[config.mk]
export PLATFORM = sky130hd
export DESIGN_NAME = primitive_assembler_quad_fan
export DESIGN_NICKNAME = d
export VERILOG_FILES = /design/src/hw/rtl/pqf_pkg.sv /design/src/hw/rtl/primitive_assembler_quad_fan.sv /design/src/hw/rtl/pqf_front.sv /design/src/hw/rtl/pqf_queue.sv /design/src/hw/rtl/pqf_back.sv
export SDC_FILE = /design/constraint.sdc
export NUM_CORES = 2
export LEC_CHECK = 0
export BUFFER_PORTS_ARGS = -buffer_cell sky130_fd_sc_hd__clkbuf_2
export CAP_MARGIN = 20
export CORE_UTILIZATION = 30
export DETAILED_ROUTE_END_ITERATION = 7
export PLACE_DENSITY = 0.45
export SETUP_SLACK_MARGIN = 0.4
export SLEW_MARGIN = 40
export SYNTH_ARGS = -nofsm -noshare
export SYNTH_HDL_FRONTEND = slang
export SYNTH_SLANG_ARGS = --single-unit
[constraint.sdc]
create_clock -name clk_i -period 57.8 [get_ports clk_i]
set_input_delay 5.78 -clock clk_i [delete_from_list [all_inputs] [get_ports clk_i]]
set_output_delay 5.78 -clock clk_i [all_outputs]
set_load 0.01 [all_outputs]
[src/hw/rtl/pqf_pkg.sv]
`timescale 1ns / 1ps

package pqf_pkg;

  localparam int unsigned BATCH_LIMIT = 65535;
  localparam int TOTAL_W = $clog2(BATCH_LIMIT + 1);
  localparam int COUNT_W = 16;
  localparam int unsigned COUNT_MAX = 65535;
  localparam int WORD_W = 32;
  localparam int MODE_W = 3;
  localparam int ACTION_W = 2;
  localparam int SLOT_N = 4;
  localparam int SLOT_W = 2;
  localparam int STEP_W = 3;
  localparam int QUEUE_DEPTH = 4;
  localparam int QPTR_W = 2;

  localparam logic [MODE_W-1:0] MODE_POINTS = 3'd0;
  localparam logic [MODE_W-1:0] MODE_TRIS   = 3'd4;
  localparam logic [MODE_W-1:0] MODE_FAN    = 3'd6;
  localparam logic [MODE_W-1:0] MODE_QUADS  = 3'd7;

  typedef enum logic [ACTION_W-1:0] {
    ACT_VERTEX = 2'd0,
    ACT_BEGIN  = 2'd1,
    ACT_END    = 2'd2
  } action_e;

  // Work orders handed from the front to the back.
  typedef enum logic [2:0] {
    OP_HOLD = 3'd0,
    OP_PASS = 3'd1,
    OP_TRI  = 3'd2,
    OP_QUAD = 3'd3,
    OP_FAN  = 3'd4,
    OP_END  = 3'd5
  } op_e;

  typedef struct packed {
    logic [WORD_W-1:0] x;
    logic [WORD_W-1:0] y;
    logic [WORD_W-1:0] z;
    logic [WORD_W-1:0] r;
    logic [WORD_W-1:0] g;
    logic [WORD_W-1:0] b;
    logic [WORD_W-1:0] a;
  } vertex_t;

  typedef struct packed {
    op_e                op;
    logic [SLOT_W-1:0]  slot;
    vertex_t            vtx;
    logic [SLOT_W-1:0]  nflush;
    logic [MODE_W-1:0]  raster_mode;
    logic [COUNT_W-1:0] batch_count;
  } entry_t;

endpackage

[src/hw/rtl/primitive_assembler_quad_fan.sv]
`timescale 1ns / 1ps

// Primitive assembler that turns quads and fans into triangle lists. A request
// is taken in every cycle while the four-entry work queue has room; requests
// that only hold a vertex produce no result, and the output port sends one
// result per cycle while it is not stalled: a quad gives six results per four
// vertices, a triangle three per three, a fan vertex three, a plain vertex one,
// and an end request one per flushed vertex plus one for the marker. The first
// result of a request passes through the work queue, the current-request
// registers and the output registers.
module primitive_assembler_quad_fan import pqf_pkg::*; (
  input  logic                clk_i,
  input  logic                rst_ni,
  input  logic                in_valid_i,
  output logic                in_stall_o,
  input  logic [ACTION_W-1:0] action_i,
  input  logic [MODE_W-1:0]   prim_mode_i,
  input  logic [WORD_W-1:0]   pos_x_i,
  input  logic [WORD_W-1:0]   pos_y_i,
  input  logic [WORD_W-1:0]   pos_z_i,
  input  logic [WORD_W-1:0]   red_i,
  input  logic [WORD_W-1:0]   green_i,
  input  logic [WORD_W-1:0]   blue_i,
  input  logic [WORD_W-1:0]   alpha_i,
  output logic                out_valid_o,
  input  logic                out_stall_i,
  output logic                kind_o,
  output logic [WORD_W-1:0]   out_x_o,
  output logic [WORD_W-1:0]   out_y_o,
  output logic [WORD_W-1:0]   out_z_o,
  output logic [WORD_W-1:0]   out_red_o,
  output logic [WORD_W-1:0]   out_green_o,
  output logic [WORD_W-1:0]   out_blue_o,
  output logic [WORD_W-1:0]   out_alpha_o,
  output logic [MODE_W-1:0]   raster_mode_o,
  output logic [COUNT_W-1:0]  batch_count_o,
  output logic                last_o
);

  logic    accept, push, pop, q_valid, q_full;
  entry_t  push_entry, head;
  vertex_t in_vtx, out_vtx;

  assign in_stall_o = q_full;
  assign accept     = in_valid_i && !in_stall_o;

  always_comb begin
    in_vtx.x = pos_x_i;
    in_vtx.y = pos_y_i;
    in_vtx.z = pos_z_i;
    in_vtx.r = red_i;
    in_vtx.g = green_i;
    in_vtx.b = blue_i;
    in_vtx.a = alpha_i;
  end

  pqf_front u_front (
    .clk_i       (clk_i),
    .rst_ni      (rst_ni),
    .accept_i    (accept),
    .action_i    (action_i),
    .prim_mode_i (prim_mode_i),
    .vtx_i       (in_vtx),
    .push_o      (push),
    .entry_o     (push_entry)
  );

  pqf_queue u_queue (
    .clk_i   (clk_i),
    .rst_ni  (rst_ni),
    .push_i  (push),
    .entry_i (push_entry),
    .pop_i   (pop),
    .valid_o (q_valid),
    .head_o  (head),
    .full_o  (q_full)
  );

  pqf_back u_back (
    .clk_i         (clk_i),
    .rst_ni        (rst_ni),
    .q_valid_i     (q_valid),
    .head_i        (head),
    .pop_o         (pop),
    .out_valid_o   (out_valid_o),
    .out_stall_i   (out_stall_i),
    .kind_o        (kind_o),
    .vtx_o         (out_vtx),
    .raster_mode_o (raster_mode_o),
    .batch_count_o (batch_count_o),
    .last_o        (last_o)
  );

  assign out_x_o     = out_vtx.x;
  assign out_y_o     = out_vtx.y;
  assign out_z_o     = out_vtx.z;
  assign out_red_o   = out_vtx.r;
  assign out_green_o = out_vtx.g;
  assign out_blue_o  = out_vtx.b;
  assign out_alpha_o = out_vtx.a;

  // A marker always closes the results of its end request.
  assert property (@(posedge clk_i) disable iff (!rst_ni)
    out_valid_o && kind_o |-> last_o)
    else $error("end marker without last");

  // Vertex results never carry marker fields.
  assert property (@(posedge clk_i) disable iff (!rst_ni)
    out_valid_o && !kind_o |-> raster_mode_o == '0 && batch_count_o == '0)
    else $error("vertex result carries marker fields");

  // The queue is only popped while it holds something.
  assert property (@(posedge clk_i) disable iff (!rst_ni)
    pop |-> q_valid)
    else $error("work queue popped while empty");

endmodule

[src/hw/rtl/pqf_front.sv]
`timescale 1ns / 1ps

module pqf_front import pqf_pkg::*; (
  input  logic                clk_i,
  input  logic                rst_ni,
  input  logic                accept_i,
  input  logic [ACTION_W-1:0] action_i,
  input  logic [MODE_W-1:0]   prim_mode_i,
  input  vertex_t             vtx_i,
  output logic                push_o,
  output entry_t              entry_o
);

  logic [MODE_W-1:0]  mode_q, mode_d;
  logic [SLOT_W-1:0]  pcount_q, pcount_d;
  logic [TOTAL_W-1:0] total_q, total_d;
  logic [TOTAL_W-1:0] total_end;

  function automatic logic [TOTAL_W-1:0] sat_add(input logic [TOTAL_W-1:0] t,
                                                 input logic [2:0] n);
    logic [TOTAL_W:0] sum;
    sum = {1'b0, t} + (TOTAL_W + 1)'(n);
    if (sum >= (TOTAL_W + 1)'(BATCH_LIMIT)) begin
      return TOTAL_W'(BATCH_LIMIT);
    end
    return sum[TOTAL_W-1:0];
  endfunction

  localparam int EXT_W = (TOTAL_W > COUNT_W) ? TOTAL_W : COUNT_W;

  function automatic logic [COUNT_W-1:0] clamp_count(input logic [TOTAL_W-1:0] t);
    logic [EXT_W-1:0] ext;
    ext = EXT_W'(t);
    if (ext > EXT_W'(COUNT_MAX)) begin
      return COUNT_W'(COUNT_MAX);
    end
    return ext[COUNT_W-1:0];
  endfunction

  assign total_end = sat_add(total_q, {1'b0, pcount_q});

  always_comb begin
    mode_d                = mode_q;
    pcount_d              = pcount_q;
    total_d               = total_q;
    push_o                = 1'b0;
    entry_o.op            = OP_PASS;
    entry_o.slot          = pcount_q;
    entry_o.vtx           = vtx_i;
    entry_o.nflush        = pcount_q;
    entry_o.raster_mode   = '0;
    entry_o.batch_count   = '0;
    if (accept_i) begin
      case (action_i)
        ACT_BEGIN: begin
          mode_d   = prim_mode_i;
          pcount_d = '0;
        end
        ACT_END: begin
          push_o              = 1'b1;
          entry_o.op          = OP_END;
          entry_o.batch_count = clamp_count(total_end);
          entry_o.raster_mode = (mode_q inside {MODE_QUADS, MODE_FAN}) ? MODE_TRIS : mode_q;
          mode_d   = MODE_POINTS;
          pcount_d = '0;
          total_d  = '0;
        end
        ACT_VERTEX: begin
          push_o = 1'b1;
          case (mode_q)
            MODE_QUADS: begin
              if (pcount_q == 2'd3) begin
                entry_o.op = OP_QUAD;
                pcount_d   = '0;
                total_d    = sat_add(total_q, 3'd6);
              end else begin
                entry_o.op = OP_HOLD;
                pcount_d   = pcount_q + 2'd1;
              end
            end
            MODE_TRIS: begin
              if (pcount_q == 2'd2) begin
                entry_o.op = OP_TRI;
                pcount_d   = '0;
                total_d    = sat_add(total_q, 3'd3);
              end else begin
                entry_o.op = OP_HOLD;
                pcount_d   = pcount_q + 2'd1;
              end
            end
            MODE_FAN: begin
              // The hub and the first rim vertex are held; every later
              // vertex closes a triangle and replaces the previous one.
              if (pcount_q inside {2'd0, 2'd1}) begin
                entry_o.op = OP_HOLD;
                pcount_d   = pcount_q + 2'd1;
              end else begin
                entry_o.op = OP_FAN;
                total_d    = sat_add(total_q, 3'd3);
              end
            end
            default: begin
              entry_o.op = OP_PASS;
              total_d    = sat_add(total_q, 3'd1);
            end
          endcase
        end
        default: begin
        end
      endcase
    end
  end

  always_ff @(posedge clk_i or negedge rst_ni) begin
    if (!rst_ni) begin
      mode_q   <= MODE_POINTS;
      pcount_q <= '0;
      total_q  <= '0;
    end else begin
      mode_q   <= mode_d;
      pcount_q <= pcount_d;
      total_q  <= total_d;
    end
  end

endmodule

[src/hw/rtl/pqf_queue.sv]
`timescale 1ns / 1ps

module pqf_queue import pqf_pkg::*; (
  input  logic   clk_i,
  input  logic   rst_ni,
  input  logic   push_i,
  input  entry_t entry_i,
  input  logic   pop_i,
  output logic   valid_o,
  output entry_t head_o,
  output logic   full_o
);

  entry_t              mem_q [QUEUE_DEPTH];
  logic [QPTR_W-1:0]   wr_ptr_q, wr_ptr_d;
  logic [QPTR_W-1:0]   rd_ptr_q, rd_ptr_d;
  logic [QPTR_W:0]     count_q, count_d;

  assign valid_o = (count_q != '0);
  assign full_o  = (count_q == (QPTR_W + 1)'(QUEUE_DEPTH));
  assign head_o  = mem_q[rd_ptr_q];

  always_comb begin
    wr_ptr_d = push_i ? wr_ptr_q + 1'b1 : wr_ptr_q;
    rd_ptr_d = pop_i ? rd_ptr_q + 1'b1 : rd_ptr_q;
    count_d  = count_q + (QPTR_W + 1)'(push_i) - (QPTR_W + 1)'(pop_i);
  end

  always_ff @(posedge clk_i) begin
    if (push_i) begin
      mem_q[wr_ptr_q] <= entry_i;
    end
  end

  always_ff @(posedge clk_i or negedge rst_ni) begin
    if (!rst_ni) begin
      wr_ptr_q <= '0;
      rd_ptr_q <= '0;
      count_q  <= '0;
    end else begin
      wr_ptr_q <= wr_ptr_d;
      rd_ptr_q <= rd_ptr_d;
      count_q  <= count_d;
    end
  end

endmodule

[src/hw/rtl/pqf_back.sv]
`timescale 1ns / 1ps

module pqf_back import pqf_pkg::*; (
  input  logic                clk_i,
  input  logic                rst_ni,
  input  logic                q_valid_i,
  input  entry_t              head_i,
  output logic                pop_o,
  output logic                out_valid_o,
  input  logic                out_stall_i,
  output logic                kind_o,
  output vertex_t             vtx_o,
  output logic [MODE_W-1:0]   raster_mode_o,
  output logic [COUNT_W-1:0]  batch_count_o,
  output logic                last_o
);

  vertex_t             slot_q [SLOT_N];
  logic                cur_v_q, cur_v_d;
  op_e                 cur_op_q;
  vertex_t             cur_vtx_q [SLOT_N];
  logic [STEP_W-1:0]   cur_step_q, cur_step_d;
  logic [STEP_W-1:0]   cur_end_q;
  logic [SLOT_W-1:0]   cur_nflush_q;
  logic [MODE_W-1:0]   cur_mode_q;
  logic [COUNT_W-1:0]  cur_count_q;

  logic                ov_q;
  logic                kind_q;
  vertex_t             vtx_q;
  logic [MODE_W-1:0]   mode_q;
  logic [COUNT_W-1:0]  count_q;
  logic                last_q;

  logic                out_free, emit, finishing, head_hold, load, is_marker;
  logic [SLOT_W-1:0]   src;

  function automatic logic [STEP_W-1:0] last_step(input op_e op,
                                                  input logic [SLOT_W-1:0] nflush);
    case (op)
      OP_TRI:  return 3'd2;
      OP_QUAD: return 3'd5;
      OP_FAN:  return 3'd2;
      OP_END:  return STEP_W'(nflush);
      default: return 3'd0;
    endcase
  endfunction

  // Which captured vertex feeds a step; index 3 holds the vertex of the request.
  function automatic logic [SLOT_W-1:0] step_src(input op_e op,
                                                 input logic [STEP_W-1:0] step);
    case (op)
      OP_QUAD: begin
        case (step)
          3'd0:    return 2'd0;
          3'd1:    return 2'd1;
          3'd2:    return 2'd2;
          3'd3:    return 2'd0;
          3'd4:    return 2'd2;
          default: return 2'd3;
        endcase
      end
      OP_TRI, OP_FAN: begin
        case (step)
          3'd0:    return 2'd0;
          3'd1:    return 2'd1;
          default: return 2'd3;
        endcase
      end
      OP_END:  return step[SLOT_W-1:0];
      default: return 2'd3;
    endcase
  endfunction

  assign out_free  = !ov_q || !out_stall_i;
  assign emit      = cur_v_q && out_free;
  assign finishing = emit && (cur_step_q == cur_end_q);
  assign head_hold = q_valid_i && (head_i.op == OP_HOLD);
  // A held vertex only touches the pending store, which the running request
  // no longer needs since it captured its vertices when it was loaded.
  assign pop_o     = q_valid_i && (head_hold || !cur_v_q || finishing);
  assign load      = pop_o && !head_hold;
  assign is_marker = (cur_op_q == OP_END) && (cur_step_q == STEP_W'(cur_nflush_q));
  assign src       = step_src(cur_op_q, cur_step_q);

  always_comb begin
    cur_v_d    = cur_v_q;
    cur_step_d = cur_step_q;
    if (load) begin
      cur_v_d    = 1'b1;
      cur_step_d = '0;
    end else if (finishing) begin
      cur_v_d = 1'b0;
    end else if (emit) begin
      cur_step_d = cur_step_q + 1'b1;
    end
  end

  always_ff @(posedge clk_i) begin
    if (pop_o && head_i.op == OP_HOLD) begin
      slot_q[head_i.slot] <= head_i.vtx;
    end
    if (pop_o && head_i.op == OP_FAN) begin
      slot_q[1] <= head_i.vtx;
    end
    if (load) begin
      cur_op_q     <= head_i.op;
      cur_vtx_q[0] <= slot_q[0];
      cur_vtx_q[1] <= slot_q[1];
      cur_vtx_q[2] <= slot_q[2];
      cur_vtx_q[3] <= head_i.vtx;
      cur_end_q    <= last_step(head_i.op, head_i.nflush);
      cur_nflush_q <= head_i.nflush;
      cur_mode_q   <= head_i.raster_mode;
      cur_count_q  <= head_i.batch_count;
    end
    if (emit) begin
      kind_q  <= is_marker;
      vtx_q   <= is_marker ? '0 : cur_vtx_q[src];
      mode_q  <= is_marker ? cur_mode_q : '0;
      count_q <= is_marker ? cur_count_q : '0;
      last_q  <= (cur_step_q == cur_end_q);
    end
  end

  always_ff @(posedge clk_i or negedge rst_ni) begin
    if (!rst_ni) begin
      cur_v_q    <= 1'b0;
      cur_step_q <= '0;
      ov_q       <= 1'b0;
    end else begin
      cur_v_q    <= cur_v_d;
      cur_step_q <= cur_step_d;
      if (out_free) begin
        ov_q <= cur_v_q;
      end
    end
  end

  assign out_valid_o   = ov_q;
  assign kind_o        = kind_q;
  assign vtx_o         = vtx_q;
  assign raster_mode_o = mode_q;
  assign batch_count_o = count_q;
  assign last_o        = last_q;

endmodule

==> impl_summary.log <==
INFO  metric outcome = complete, no violations
INFO  metric synth.yosys.seq_area_share = 0.843
INFO  metric postSynth.topFlopCell = edfxtp_1
INFO  metric die-height = 585 um
INFO  metric grt_max_degree = 171
INFO  metric setup_viol = 0
INFO  metric cts_root_buffer = clkbuf_16
INFO  metric asyncSetResetFlopFracSynth = 0.0115
INFO  metric core_area = 337,000 sq um
INFO  metric fp.dieW = 585 um
INFO  metric yosys_register_bits = 2,865
INFO  metric die-area = 342,000 sq um
INFO  metric place_area = 110,000 sq um
INFO  metric buffer_ports.inserted = between 400 and 500
INFO  metric max_freq = 0.104 GHz
INFO  metric grtUsageTotal = 0.132
INFO  metric drt.antenna.violating_nets = 0
INFO  metric cts_hold_buf = 0
INFO  metric synth_simple_gate_area_share = 0.0259
INFO  metric slowest_stage = buf_6
INFO  metric worst_setup_path_end_kind = flip-flop
INFO  metric final.period_utilization = 0.166
INFO  metric number_of_gates_given_a_new_drive_strength_after_cts = 0
INFO  metric route.detailed.drc = 0
INFO  metric yosys.cell_count.top_type = edfxtp_1
INFO  metric drv_slew = 0
INFO  metric worst_setup_start_kind = input pin
INFO  metric synth_top_cells_by_area = edfxtp_1, mux4_2, nor2b_1
INFO  metric placement.setup.worst_slack = 47.53 ns
INFO  metric setup_tns = 0 ns
INFO  metric power.ir.vdd_worst = 52.4 uV
INFO  metric critical_path_cell_sequence = clkbuf_2 -> nand2_1 -> inv_1 -> o21ai_0 -> o32ai_1 -> buf_4 -> nor2_4 -> buf_4 -> buf_12 -> buf_16 -> buf_6 -> buf_12 -> buf_16
INFO  metric finish.instance_area = 120,000 sq um
INFO  metric area_delta_synth_final = 18.3%
INFO  metric post_synth_edffs = 2,832
INFO  metric syn_nets = between 4,000 and 5,000
INFO  metric routedWlPerCell = about 23 um
INFO  metric synth_top_family_by_area = multiplexers
INFO  metric power_density = 61.8 nW/um^2
INFO  metric total_leakage_power = 38.8 nW
INFO  metric crit_path_max_fanout = 103
INFO  metric hpwlAfterDp = ~140,000 um
INFO  metric maxSlewHeadroom = 0.332
INFO  metric worstHoldPathType = reg -> reg
INFO  metric first_iter_violations = 3,035
INFO  metric layout.nets = 5,213
INFO  metric detail_route.first_pass.iterations = 5
INFO  metric finalWirelength = 228,000 um
INFO  metric grt-ovfl-total = 0
INFO  metric synth_compound_gate_area_share = 0.00888
INFO  metric path_clk_slew = 0.06 ns
INFO  metric hold_viol = 0
INFO  metric worst-setup-path-type = in -> reg
INFO  metric layout-drive-gt1-share = 0.292
INFO  metric worstPathRequired = 58.29 ns
INFO  metric final_core_util = 0.357
INFO  metric grt_first_pass_wirelength = 329,000 um
INFO  metric maxCapViolations = 0
INFO  metric netlist.area_leader.share = 0.835
INFO  metric synth_adder_area_share = 0.00408
INFO  metric cts_max_level = 5
INFO  metric detail_route.vias_per_cell = 4.46
INFO  metric initial_utilization = 0.302
INFO  metric postCtsSetupRepairBufs = 0
INFO  metric synth_cells = 4,223
INFO  metric clk-insertion-delay-late = 0.91 ns
INFO  metric post_synth.cell_area_avg = about 24 sq um
INFO  metric muxShareOfSynthArea = 0.105
INFO  metric yosys_warnings = 0
INFO  metric synth.top_cells.by_count = edfxtp_1, mux4_2, nor2b_1
INFO  metric first_global_vias = 46,054
INFO  metric seqCellArea = 85,900 sq um
INFO  metric skew = 0.0576 ns
INFO  metric cts.sink_count = approximately 2,900
INFO  metric critical_path_arrival = ~10 ns
INFO  metric grt_antenna_before_repair = 63
INFO  metric rsz0062_at_grt = no
INFO  metric pnr_worst_setup_slack = 48.22 ns
INFO  metric fillerInstances = 31,054
INFO  metric cts_inserted_buffers = 317
INFO  metric cts.path.max_buffers = 4
INFO  metric tightestPinTransition = 1.00 ns
INFO  metric post_synth_xor_area_fraction = 0.00456
INFO  metric yosys.area.top_type = edfxtp_1
INFO  metric post_synth_instance_area = 102,000 sq um
INFO  metric row_count = 213
INFO  metric multi_input_area = 15,200 sq um
INFO  metric cts_tree = yes
INFO  metric pin_count = 480
INFO  metric total_number_of_vias = roughly 43,000
INFO  metric cp_slowest_stage_delay = 0.64 ns
INFO  metric timing.critical_path.max_delay_family = buffers and inverters
INFO  metric routabilityCongestion = about 0.75
INFO  metric period_needed = 9.58 ns
INFO  metric timing.critical_path.buf_inv = 9
INFO  metric ys_types = 65
layout by cell type (no fill, tap or decap), types with 21 or more instances in the layout:
cell type,synthesis,layout
a21oi_1,63,62
nor2_1,40,38
ha_1,30,30
xnor2_1,35,35
nor3_1,23,21
nand3_1,21,21
clkbuf_1,75,63
buf_6,1,22
buf_4,20,47
and2_1,28,21
clkbuf_2,1,479
clkbuf_16,0,319
clkinv_2,0,56
inv_1,30,30
edfxtp_1,2832,2832
dfrtp_1,33,30
mux4_2,472,472
nand2_1,45,45
nor2b_1,232,232
clkinv_1,0,69
sequential cells by signal (all words and copies together) (netlist names), 16 cells and up:
signal and cells:
u_back.vtx_o 224, u_back.cur_count_q 16, u_front.total_q 16, u_back.batch_count_o 16, u_back.slot_q 672, u_back.cur_vtx_q 896, u_queue.mem_q 992
where the power goes:
part           leakage, nW  switching, mW  total, mW  internal, mW
sequential            26.6          0.198       3.47          3.27
clock                 4.90          0.825       1.94          1.12
combinational         7.30           1.24       2.03         0.793
cell type report:
type / count / area share
diodes: 20 / 0.000415
clock buffers: 386 / 0.0687
clock inverters: 185 / 0.0147
inverters: 30 / 0.000935
multi-input cells: 1160 / 0.126
flip-flops and latches: 2865 / 0.713
well taps: 4515 / 0.0469
repair buffers: 574 / 0.0297
stage by stage:
step | hold WS, ns | total power, mW | std cells
after floorplan | 0.400 | 5.55 | 4223
after global placement | 0.400 | 5.60 | 9127
after detailed placement | 0.405 | 5.64 | 9133
after CTS | 0.376 | 7.62 | 9704
after global routing | 0.381 | 7.84 | 9728
final | 0.382 | 7.45 | 9735
path summary, 6_finish.rpt:
kind	start	endpoint	slack, ns	cells past startpoint
max	out_stall_i	u_back.cur_vtx_q[3][42]$_DFFE_PP_	48.22	13
max reg2reg	u_queue.rd_ptr_q[0]$_DFFE_PN0P_	u_back.cur_vtx_q[3][42]$_DFFE_PP_	50.76	13
min	u_back.slot_q[2][21]$_DFFE_PP_	u_back.cur_vtx_q[2][21]$_DFFE_PP_	0.38	0
min reg2reg	u_back.slot_q[2][21]$_DFFE_PP_	u_back.cur_vtx_q[2][21]$_DFFE_PP_	0.38	0
max in group asynchronous	rst_ni	u_queue.rd_ptr_q[0]$_DFFE_PN0P_	52.44	2
min in group asynchronous	rst_ni	u_front.total_q[2]$_DFFE_PN0P_	4.94	2
per-layer routing:
metal	track usage	part of all wire	vias up
li1	-	-	18986
met1	0.175	0.44	23025
met2	0.219	0.49	1007
met3	0.0286	0.052	353
met4	0.0332	0.020	40
met5	0	0.0010	-
kinds of logic (layout without fill, tap and decap cells):
family | count (synthesis) | count (layout)
other | 0 | 20
XOR/XNOR | 53 | 53
AO/OA/AOI/OAI | 146 | 146
adder cells (fa/ha/maj) | 32 | 32
flip-flops | 2865 | 2865
multiplexers | 478 | 478
buffers and inverters | 198 | 1175
AND/OR/NAND/NOR | 451 | 451
Note: power is estimated with default switching activity, not from simulation.
